[src/hdl/hcb_pkg.sv]
// ----------------------------------------------------------------------------
// hcb_pkg
// Shared constants and types of the Huffman code builder: default sizes,
// fixed port widths and the control bundle of the minimum search unit.
// ----------------------------------------------------------------------------
`default_nettype none

package hcb_pkg;

    // default sizes handed to the top-level parameters
    localparam int MAX_SYMBOLS_DEF = 32;
    localparam int WEIGHT_BITS_DEF = 16;

    // fixed widths of the request and result fields
    localparam int WEIGHT_IN_W = 16;
    localparam int IDX_OUT_W   = 5;
    localparam int CODE_OUT_W  = 31;
    localparam int LEN_OUT_W   = 5;

    // control of one scan through the node table
    typedef struct packed {
        logic clear;   // restart the search, no candidate held
        logic valid;   // a node entry is presented this cycle
    } t_scan_ctl;

endpackage

`default_nettype wire

[src/hdl/hcb_node_table.sv]
// ----------------------------------------------------------------------------
// hcb_node_table
// Node table of the Huffman tree: summed weight, parent and left child of
// each node, each in its own memory with one write port, read through one
// shared read address with registered read data.
// ----------------------------------------------------------------------------
`default_nettype none

module hcb_node_table
    import hcb_pkg::*;
#(
    parameter int DEPTH = 2 * MAX_SYMBOLS_DEF,
    parameter int SUM_W = WEIGHT_BITS_DEF + $clog2(MAX_SYMBOLS_DEF)
) (
    input  wire logic                       i_clk,
    input  wire logic                       i_wt_we,
    input  wire logic [$clog2(DEPTH)-1:0]   i_wt_addr,
    input  wire logic [SUM_W-1:0]           i_wt_data,
    input  wire logic                       i_par_we,
    input  wire logic [$clog2(DEPTH)-1:0]   i_par_addr,
    input  wire logic [$clog2(DEPTH)-1:0]   i_par_data,
    input  wire logic                       i_lft_we,
    input  wire logic [$clog2(DEPTH)-1:0]   i_lft_addr,
    input  wire logic [$clog2(DEPTH)-1:0]   i_lft_data,
    input  wire logic [$clog2(DEPTH)-1:0]   i_rd_addr,
    output logic      [SUM_W-1:0]           o_rd_weight,
    output logic      [$clog2(DEPTH)-1:0]   o_rd_parent,
    output logic      [$clog2(DEPTH)-1:0]   o_rd_left
);

    localparam int AW = $clog2(DEPTH);

    logic [SUM_W-1:0] r_wt_mem  [DEPTH];
    logic [AW-1:0]    r_par_mem [DEPTH];
    logic [AW-1:0]    r_lft_mem [DEPTH];

    // weight memory
    always_ff @(posedge i_clk) begin
        if (i_wt_we) begin
            r_wt_mem[i_wt_addr] <= i_wt_data;
        end
        o_rd_weight <= r_wt_mem[i_rd_addr];
    end

    // parent memory
    always_ff @(posedge i_clk) begin
        if (i_par_we) begin
            r_par_mem[i_par_addr] <= i_par_data;
        end
        o_rd_parent <= r_par_mem[i_rd_addr];
    end

    // left child memory
    always_ff @(posedge i_clk) begin
        if (i_lft_we) begin
            r_lft_mem[i_lft_addr] <= i_lft_data;
        end
        o_rd_left <= r_lft_mem[i_rd_addr];
    end

endmodule

`default_nettype wire

[src/hdl/hcb_min_unit.sv]
// ----------------------------------------------------------------------------
// hcb_min_unit
// Shared compare unit: tracks the lightest parentless node seen during one
// scan, keeping the lowest index on equal weights and passing over one
// excluded node.
// ----------------------------------------------------------------------------
`default_nettype none

module hcb_min_unit
    import hcb_pkg::*;
#(
    parameter int AW    = $clog2(2 * MAX_SYMBOLS_DEF),
    parameter int SUM_W = WEIGHT_BITS_DEF + $clog2(MAX_SYMBOLS_DEF)
) (
    input  wire logic               i_clk,
    input  wire logic               i_rst_n,
    input  wire t_scan_ctl          i_ctl,
    input  wire logic [AW-1:0]      i_idx,
    input  wire logic [AW-1:0]      i_skip,
    input  wire logic [SUM_W-1:0]   i_weight,
    input  wire logic [AW-1:0]      i_parent,
    output logic      [AW-1:0]      o_best_idx,
    output logic      [SUM_W-1:0]   o_best_weight
);

    logic [AW-1:0]    r_best_idx;
    logic [SUM_W-1:0] r_best_w;
    logic             take;

    // index zero never takes part, so it marks "no candidate yet"
    assign take = i_ctl.valid && (i_parent == '0) && (i_idx != i_skip) &&
                  ((r_best_idx == '0) || (i_weight < r_best_w));

    // hold the best candidate index
    always_ff @(posedge i_clk) begin
        if (!i_rst_n) begin
            r_best_idx <= '0;
        end else if (i_ctl.clear) begin
            r_best_idx <= '0;
        end else if (take) begin
            r_best_idx <= i_idx;
        end
    end

    // hold the best candidate weight
    always_ff @(posedge i_clk) begin
        if (take && !i_ctl.clear) begin
            r_best_w <= i_weight;
        end
    end

    assign o_best_idx    = r_best_idx;
    assign o_best_weight = r_best_w;

endmodule

`default_nettype wire

[src/hdl/huffman_code_builder.sv]
// ----------------------------------------------------------------------------
// huffman_code_builder
// Collects symbol weights, builds a Huffman tree in a node table and returns
// one code word and length per symbol in input order.
// ----------------------------------------------------------------------------
// Weights are taken one per cycle while collecting; the request marked last
// closes the set, and weights beyond MAX_SYMBOLS are dropped. For n symbols
// the tree build then runs n-1 merges; the merge that creates node i makes
// two passes over nodes 1..i-1 through the shared compare unit, reading the
// node table one entry a cycle. Each result then takes a walk from leaf to
// root, one table read per tree level, and waits until taken. No new weight
// is taken until the last result of the set has been delivered. A single
// symbol gets length zero.
// ----------------------------------------------------------------------------
`default_nettype none

module huffman_code_builder
    import hcb_pkg::*;
#(
    parameter int MAX_SYMBOLS = MAX_SYMBOLS_DEF,
    parameter int WEIGHT_BITS = WEIGHT_BITS_DEF
) (
    input  wire logic                    i_clk,
    input  wire logic                    i_rst_n,
    input  wire logic                    i_valid,
    output logic                         o_ready,
    input  wire logic [WEIGHT_IN_W-1:0]  i_weight,
    input  wire logic                    i_last_weight,
    output logic                         o_valid,
    input  wire logic                    i_ready,
    output logic      [IDX_OUT_W-1:0]    o_symbol_index,
    output logic      [WEIGHT_IN_W-1:0]  o_symbol_weight,
    output logic      [CODE_OUT_W-1:0]   o_code_bits,
    output logic      [LEN_OUT_W-1:0]    o_code_length,
    output logic                         o_last_code
);

    localparam int DEPTH = 2 * MAX_SYMBOLS;
    localparam int AW    = $clog2(DEPTH);
    localparam int CNT_W = $clog2(MAX_SYMBOLS + 1);
    localparam int K_W   = $clog2(MAX_SYMBOLS);
    localparam int SUM_W = WEIGHT_BITS + $clog2(MAX_SYMBOLS);

    // sequencer states
    localparam logic [3:0] S_LOAD  = 4'd0;
    localparam logic [3:0] S_SCAN  = 4'd1;
    localparam logic [3:0] S_DRAIN = 4'd2;
    localparam logic [3:0] S_PICK  = 4'd3;
    localparam logic [3:0] S_MRG0  = 4'd4;
    localparam logic [3:0] S_MRG1  = 4'd5;
    localparam logic [3:0] S_MRG2  = 4'd6;
    localparam logic [3:0] S_ERD   = 4'd7;
    localparam logic [3:0] S_EEV   = 4'd8;
    localparam logic [3:0] S_WCHK  = 4'd9;
    localparam logic [3:0] S_WEV   = 4'd10;
    localparam logic [3:0] S_OUT   = 4'd11;

    logic [3:0]            r_state, n_state;
    logic [CNT_W-1:0]      r_count, n_count;
    logic [AW-1:0]         r_node, n_node;      // node being created
    logic [AW-1:0]         r_top, n_top;        // last node of the tree
    logic [AW-1:0]         r_scan, n_scan;
    logic                  r_pass, n_pass;
    logic [AW-1:0]         r_a, n_a;
    logic [AW-1:0]         r_b, n_b;
    logic [SUM_W-1:0]      r_wa, n_wa;
    logic [SUM_W-1:0]      r_wb, n_wb;
    logic [K_W-1:0]        r_k, n_k;
    logic [AW-1:0]         r_child, n_child;
    logic [AW-1:0]         r_up, n_up;
    logic [CODE_OUT_W-1:0] r_code, n_code;
    logic [K_W-1:0]        r_len, n_len;
    logic [SUM_W-1:0]      r_sym_w, n_sym_w;
    logic                  r_rd_vld;
    logic [AW-1:0]         r_rd_idx;

    logic                  in_acc;
    logic                  store;
    logic [CNT_W-1:0]      new_count;
    logic [AW:0]           top_wide;
    logic [AW-1:0]         leaf_addr;
    logic [AW-1:0]         sym_addr;
    logic [K_W-1:0]        k_last;
    logic [WEIGHT_BITS+WEIGHT_IN_W-1:0] wt_ext;
    logic [SUM_W-1:0]      wt_in;

    logic                  wt_we, par_we, lft_we;
    logic [AW-1:0]         wt_addr, par_addr, lft_addr, par_data, lft_data;
    logic [SUM_W-1:0]      wt_data;
    logic [AW-1:0]         rd_addr;
    logic [SUM_W-1:0]      rd_weight;
    logic [AW-1:0]         rd_parent;
    logic [AW-1:0]         rd_left;

    t_scan_ctl             scan_ctl;
    logic [AW-1:0]         best_idx;
    logic [SUM_W-1:0]      best_w;

    logic [K_W+IDX_OUT_W-1:0]        idx_ext;
    logic [K_W+LEN_OUT_W-1:0]        len_ext;
    logic [SUM_W+WEIGHT_IN_W-1:0]    sw_ext;

    // request handshake and leaf bookkeeping
    assign in_acc    = i_valid && o_ready && (r_state == S_LOAD);
    assign store     = in_acc && (r_count < CNT_W'(MAX_SYMBOLS));
    assign new_count = store ? r_count + 1'b1 : r_count;
    assign top_wide  = (AW + 1)'({new_count, 1'b0}) - 1'b1;
    assign leaf_addr = AW'(r_count) + 1'b1;
    assign sym_addr  = AW'(r_k) + 1'b1;
    assign k_last    = K_W'(r_count - 1'b1);

    // keep only the low WEIGHT_BITS bits of the incoming weight
    assign wt_ext = {{WEIGHT_BITS{1'b0}}, i_weight};
    assign wt_in  = SUM_W'(wt_ext[WEIGHT_BITS-1:0]);

    // node table writes
    always_comb begin
        wt_we    = 1'b0;
        wt_addr  = leaf_addr;
        wt_data  = wt_in;
        par_we   = 1'b0;
        par_addr = leaf_addr;
        par_data = '0;
        lft_we   = 1'b0;
        lft_addr = leaf_addr;
        lft_data = '0;
        case (r_state)
            S_LOAD: begin
                wt_we  = store;
                par_we = store;
                lft_we = store;
            end
            S_MRG0: begin
                wt_we    = 1'b1;
                wt_addr  = r_node;
                wt_data  = r_wa + r_wb;
                par_we   = 1'b1;
                par_addr = r_a;
                par_data = r_node;
                lft_we   = 1'b1;
                lft_addr = r_node;
                lft_data = r_a;
            end
            S_MRG1: begin
                par_we   = 1'b1;
                par_addr = r_b;
                par_data = r_node;
            end
            S_MRG2: begin
                par_we   = 1'b1;
                par_addr = r_node;
                par_data = '0;
            end
            default: begin
            end
        endcase
    end

    // node table read address
    always_comb begin
        case (r_state)
            S_SCAN:  rd_addr = r_scan;
            S_ERD:   rd_addr = sym_addr;
            default: rd_addr = r_up;
        endcase
    end

    hcb_node_table #(
        .DEPTH (DEPTH),
        .SUM_W (SUM_W)
    ) u_table (
        .i_clk       (i_clk),
        .i_wt_we     (wt_we),
        .i_wt_addr   (wt_addr),
        .i_wt_data   (wt_data),
        .i_par_we    (par_we),
        .i_par_addr  (par_addr),
        .i_par_data  (par_data),
        .i_lft_we    (lft_we),
        .i_lft_addr  (lft_addr),
        .i_lft_data  (lft_data),
        .i_rd_addr   (rd_addr),
        .o_rd_weight (rd_weight),
        .o_rd_parent (rd_parent),
        .o_rd_left   (rd_left)
    );

    // track the entry in flight from the table to the compare unit
    always_ff @(posedge i_clk) begin
        if (!i_rst_n) begin
            r_rd_vld <= 1'b0;
        end else begin
            r_rd_vld <= (r_state == S_SCAN);
        end
    end

    always_ff @(posedge i_clk) begin
        r_rd_idx <= r_scan;
    end

    hcb_min_unit #(
        .AW    (AW),
        .SUM_W (SUM_W)
    ) u_min (
        .i_clk         (i_clk),
        .i_rst_n       (i_rst_n),
        .i_ctl         (scan_ctl),
        .i_idx         (r_rd_idx),
        .i_skip        (r_pass ? r_a : '0),
        .i_weight      (rd_weight),
        .i_parent      (rd_parent),
        .o_best_idx    (best_idx),
        .o_best_weight (best_w)
    );

    // sequencer
    always_comb begin
        n_state  = r_state;
        n_count  = r_count;
        n_node   = r_node;
        n_top    = r_top;
        n_scan   = r_scan;
        n_pass   = r_pass;
        n_a      = r_a;
        n_b      = r_b;
        n_wa     = r_wa;
        n_wb     = r_wb;
        n_k      = r_k;
        n_child  = r_child;
        n_up     = r_up;
        n_code   = r_code;
        n_len    = r_len;
        n_sym_w  = r_sym_w;
        scan_ctl = '{clear: 1'b0, valid: r_rd_vld};
        case (r_state)
            S_LOAD: begin
                if (in_acc) begin
                    n_count = new_count;
                    if (i_last_weight) begin
                        n_top  = top_wide[AW-1:0];
                        n_node = AW'(new_count) + 1'b1;
                        n_scan = AW'(1);
                        n_pass = 1'b0;
                        n_k    = '0;
                        scan_ctl.clear = 1'b1;
                        // one symbol needs no merge
                        n_state = (new_count == CNT_W'(1)) ? S_ERD : S_SCAN;
                    end
                end
            end
            S_SCAN: begin
                if (r_scan == r_node - 1'b1) begin
                    n_state = S_DRAIN;
                end else begin
                    n_scan = r_scan + 1'b1;
                end
            end
            S_DRAIN: begin
                n_state = S_PICK;
            end
            S_PICK: begin
                if (!r_pass) begin
                    n_a    = best_idx;
                    n_wa   = best_w;
                    n_pass = 1'b1;
                    n_scan = AW'(1);
                    scan_ctl.clear = 1'b1;
                    n_state = S_SCAN;
                end else begin
                    n_b     = best_idx;
                    n_wb    = best_w;
                    n_state = S_MRG0;
                end
            end
            S_MRG0: begin
                n_state = S_MRG1;
            end
            S_MRG1: begin
                n_state = S_MRG2;
            end
            S_MRG2: begin
                if (r_node == r_top) begin
                    n_state = S_ERD;
                end else begin
                    n_node = r_node + 1'b1;
                    n_scan = AW'(1);
                    n_pass = 1'b0;
                    scan_ctl.clear = 1'b1;
                    n_state = S_SCAN;
                end
            end
            S_ERD: begin
                n_state = S_EEV;
            end
            S_EEV: begin
                n_sym_w = rd_weight;
                n_up    = rd_parent;
                n_child = sym_addr;
                n_code  = '0;
                n_len   = '0;
                n_state = S_WCHK;
            end
            S_WCHK: begin
                n_state = (r_up == '0) ? S_OUT : S_WEV;
            end
            S_WEV: begin
                // right child contributes a one at the current level
                if (rd_left != r_child) begin
                    n_code = r_code | (CODE_OUT_W'(1) << r_len);
                end
                n_len   = r_len + 1'b1;
                n_child = r_up;
                n_up    = rd_parent;
                n_state = S_WCHK;
            end
            S_OUT: begin
                if (i_ready) begin
                    if (r_k == k_last) begin
                        n_count = '0;
                        n_state = S_LOAD;
                    end else begin
                        n_k     = r_k + 1'b1;
                        n_state = S_ERD;
                    end
                end
            end
            default: begin
                n_state = S_LOAD;
            end
        endcase
    end

    // control registers
    always_ff @(posedge i_clk) begin
        if (!i_rst_n) begin
            r_state <= S_LOAD;
            r_count <= '0;
            r_pass  <= 1'b0;
            r_k     <= '0;
        end else begin
            r_state <= n_state;
            r_count <= n_count;
            r_pass  <= n_pass;
            r_k     <= n_k;
        end
    end

    // datapath registers
    always_ff @(posedge i_clk) begin
        r_node  <= n_node;
        r_top   <= n_top;
        r_scan  <= n_scan;
        r_a     <= n_a;
        r_b     <= n_b;
        r_wa    <= n_wa;
        r_wb    <= n_wb;
        r_child <= n_child;
        r_up    <= n_up;
        r_code  <= n_code;
        r_len   <= n_len;
        r_sym_w <= n_sym_w;
    end

    // result fields, fitted to their port widths
    assign idx_ext = {{IDX_OUT_W{1'b0}}, r_k};
    assign len_ext = {{LEN_OUT_W{1'b0}}, r_len};
    assign sw_ext  = {{WEIGHT_IN_W{1'b0}}, r_sym_w};

    assign o_ready         = (r_state == S_LOAD);
    assign o_valid         = (r_state == S_OUT);
    assign o_symbol_index  = idx_ext[IDX_OUT_W-1:0];
    assign o_symbol_weight = sw_ext[WEIGHT_IN_W-1:0];
    assign o_code_bits     = r_code;
    assign o_code_length   = len_ext[LEN_OUT_W-1:0];
    assign o_last_code     = (r_k == k_last);

endmodule

`default_nettype wire

[config.mk]
export PLATFORM = sky130hd
export DESIGN_NAME = huffman_code_builder
export DESIGN_NICKNAME = d
export VERILOG_FILES = /design/src/hdl/hcb_pkg.sv /design/src/hdl/hcb_node_table.sv /design/src/hdl/hcb_min_unit.sv /design/src/hdl/huffman_code_builder.sv
export SDC_FILE = /design/constraint.sdc
export NUM_CORES = 2
export LEC_CHECK = 0
export ABC_AREA = 1
export BUFFER_PORTS_ARGS = -buffer_cell sky130_fd_sc_hd__buf_2
export CAP_MARGIN = 20
export CORE_MARGIN = 2
export CORE_UTILIZATION = 25
export CTS_CLUSTER_SIZE = 30
export DETAILED_ROUTE_END_ITERATION = 12
export GPL_TIMING_DRIVEN = 0
export PLACE_DENSITY = 0.45
export RECOVER_POWER = 100
export SLEW_MARGIN = 20
export SYNTH_ARGS = -nofsm -noshare
export SYNTH_HDL_FRONTEND = slang
export SYNTH_SLANG_ARGS = --single-unit
[constraint.sdc]
create_clock -name i_clk -period 4.7 [get_ports i_clk]
set_input_delay 0.47 -clock i_clk [delete_from_list [all_inputs] [get_ports i_clk]]
set_output_delay 0.47 -clock i_clk [all_outputs]
set_load 0.05 [all_outputs]
==> run summary <==
H-tree levels -> 5
Crit path launch -> o_symbol_index[0]
Root Driver -> clkbuf_16
Max cap viols -> 34
Synth area leaders -> edfxtp_1 (67%), nand3_1 (9.5%), nand2_1 (6.9%), nand3b_1 (5.0%), inv_1 (4.4%)
Net Count, Synth -> 9360
Core ar. -> 0.4070 mm²
Internal -> 41.70 mW
Asr flop ratio synth -> 0%
Crit path DAT -> 5390 ps
Post-synth EDFFs -> 2268
Clk_lat worst skew -> 900 ps
Critical Path RT -> 5310 ps
Routability cong. -> 0.9617
Num CTS Buffers -> 270
Tightest Hold Check Type -> input port to register
Final setup violation count -> 21
CP Max Fanout -> 10
Register area share after synthesis -> 67.76%
Status -> finished with violations
Unrepaired setup endpoints after global routing -> true
Switching pwr -> 30.33 mW
Static Leak -> 46.94 nW
Via-to-Cell Ratio -> 4.938
GRT overflow -> 0
Die Width -> 643.8 µm
Synth Register Bits -> 2330
Failing checks -> capacitance limit, slew limit, setup timing
Routed wire length -> 446500 µm
F_max -> 208.9 MHz
Fin crit period -> 4786 ps
DRC Markers -> 0
Fillers -> 41940
Largest net degree at the start of global routing -> 43
Final worst slack -> -86.00 ps
NumNets Final -> 9963
Share of cells above drive strength 1 -> 10.33%
CTS tree -> built
IO Pins -> 81
Final Max Tran Viols -> 710
GRT Overall Usage -> 20.81%
Max clock buf depth -> 4
DRT Pass-1 Iters -> 9
Hold Fails Final Rpt -> 0
Sw frac -> 42.11%
Port Buf Inserts -> 80
Clk_skew -> 78.38 ps
Sequential power share -> 33.6%
Pwr Density -> 591.3 mW/mm²
Combinational share of power -> 37.8%
First-pass GRT wire length -> 599300 µm
Initial antenna violation count -> 56
Peak supply drop -> 293.4 µV
Dominant cell type by area after synthesis -> edfxtp_1
Site Rows -> 234
Post-route ant nets -> 0
Syn Inst Count -> 9284
CTS sink cnt -> 2330
Period utilization -> 101.8%
Crit Path Class -> register to register
Hold WS -> 163.8 ps
Number of global-route vias before repair -> 70750
Power share of the clock group -> 28.5%
Routed vias -> 76670
YS warnings -> 0
Slew at the pin closest to its max-slew limit -> 2362 ps
Crit end category -> register
Setup crit start kind -> register
Post-DR wirelength/cell -> 28.75 µm
Critical R2R Launch -> o_symbol_index[0]
Mapped cell area -> 0.1023 mm²
Top-area cell type share of the netlist area -> 66.55%
Worst relative slew slack -> -58.52%
Starting Density -> 25.15%
Total die area -> 0.4145 mm²
Ys flop type -> edfxtp_1
Min-delay src -> i_last_weight
Drt first-iter violations -> 10710
Die Height -> 643.8 µm
Clk slew on worst S/H paths -> 70 ps
Dpl hpwl -> 333500 µm
Yosys cell types -> 50
Syn avg cell area -> 11.02 µm²
Core Util, Final -> 29.93%
Area delta synth->final -> 19.04%
worst max-delay path: stages, from the launching register on:
cell      delay (ps)
dfxtp_1          540
inv_1            180
nand3_1          120
nand2_1           70
inv_2            180
buf_2            550
buf_2            550
buf_1            610
nand3b_1         150
nand3_1          130
nand3_1          140
nand3_1          120
nand3_1          280
nand3_1          510
nand2_1          350
final timing paths:
kind | endpoint | slack, ps | depth (start not counted)
worst max-delay path | u_table.o_rd_weight[5] | -90 | 14
worst min-delay path | r_top[1] | 160 | 3
worst max register to register | u_table.o_rd_weight[5] | -90 | 14
worst min register to register | u_min.o_best_weight[17] | 440 | 0
stage by stage:
step	total power [mW]	setup TNS [ps]	std cells	worst slack, ps	cell area (µm²)
floorplan	37.78	0	9284	99.59	102300
CTS	71.73	0	15500	25.92	124300
finish	72.03	-486.6	15530	-86.00	121800
detailed placement	51.30	-39270	15020	-265.7	115800
global route	74.09	-178.1	15520	-18.03	121800
global placement	50.52	-	14790	-9144	109500
logic make-up (layout without fill, tap and decap cells):
family	after synthesis	count (layout)	share of synthesized area, %
buffers and inverters	1773	2574	6.968
XOR/XNOR	53	53	0.4536
adder cells (fa/ha/maj)	55	55	0.6798
AND/OR/NAND/NOR	4844	4844	22.83
AO/OA/AOI/OAI	229	229	1.308
flip-flops	2330	2330	67.76
other	0	15	0
synth_stat cells (2+ instances only):
cell type / n
nand3b_1: 686
a21o_1: 2
buf_2: 350
xnor2_1: 28
a21boi_0: 2
nand2_2: 4
a31oi_1: 12
ha_1: 54
nor3b_1: 2
inv_1: 1197
inv_2: 15
buf_4: 8
nand4_1: 32
clkbuf_1: 150
nand2_1: 1889
nor2_2: 5
o21ai_1: 8
xor2_1: 25
o22ai_1: 4
nand3_1: 1934
or2_2: 7
nor4_1: 7
nor3_1: 12
a211oi_1: 3
o21a_1: 7
o211ai_1: 32
o21ai_0: 67
nor2_1: 262
dfxtp_1: 62
a21oi_1: 81
edfxtp_1: 2268
buf_1: 51
per-layer routing:
metal  track usage, %  wire length, µm
met1            28.05           182600
met2            31.55           193600
met3            4.939            45920
met4            9.574            24230
met5                0              109
power by group through the flow:
stage | Clock, mW | Combinational (mW) | Sequential (mW)
floorplan | 0 | 13.2 | 24.6
global placement | 0 | 25.6 | 24.9
detailed placement | 0 | 26.7 | 24.6
CTS | 20.8 | 26.8 | 24.2
global route | 21.5 | 28.3 | 24.3
finish | 20.6 | 27.2 | 24.2
cell usage in the layout, fill, tap and decap left out, types with 32 or more instances in the layout:
cell / Yosys / layout
edfxtp_1: 2268 / 2268
nand3_1: 1934 / 1926
nand2_1: 1889 / 1890
inv_1: 1197 / 1196
nand3b_1: 686 / 686
buf_2: 350 / 366
clkbuf_1: 150 / 310
clkbuf_16: 0 / 276
nor2_1: 262 / 226
a21oi_1: 81 / 79
clkbuf_2: 0 / 71
buf_16: 0 / 71
o21ai_0: 67 / 63
dfxtp_1: 62 / 62
ha_1: 54 / 54
buf_12: 0 / 52
clkinv_1: 1 / 50
buf_1: 51 / 43
clkinv_2: 0 / 39
nand4_1: 32 / 32
o211ai_1: 32 / 32
sequential cells by signal, indices dropped and copies added (netlist names), 6 cells and up:
register	count
u_min.o_best_idx	6
r_up	6
u_table.r_lft_mem	384
r_b	6
r_scan	6
u_table.r_wt_mem	1344
r_wa	21
r_a	6
r_wb	21
u_table.o_rd_parent	6
u_min.o_best_weight	21
r_rd_idx	6
u_table.o_rd_left	6
r_node	6
o_code_bits	31
u_table.o_rd_weight	21
r_child	6
u_table.r_par_mem	384
r_sym_w	16
r_count	6
final cells by class:
cell class                      instances  area, µm²  share of cell area, %
Multi-Input combinational cell       5181      26130                  21.45
Buffer                                558       2620                  2.151
Timing Repair Buffer                  333       4028                  3.306
Clock inverter                        121       1050                 0.8617
Sequential cell                      2330      69350                  56.93
Inverter                             1213       4557                  3.741
Tap cell                             5428       6792                  5.575
Clock buffer                          349       7261                  5.960
Antenna cell                           15      37.54                0.03081
timing repair:
| action | 4_1_cts | 5_1_grt |
|---|---|---|
| hold buffers | 2 | 0 |
| hold endpoints to repair | 9 | 0 |
| setup endpoints to repair | 474 | 213 |
| buffers inserted | 7 | 17 |
| pin swaps | 2 | 11 |
| gates resized for setup | 13 | 30 |
(Power assumes the default switching activity.)
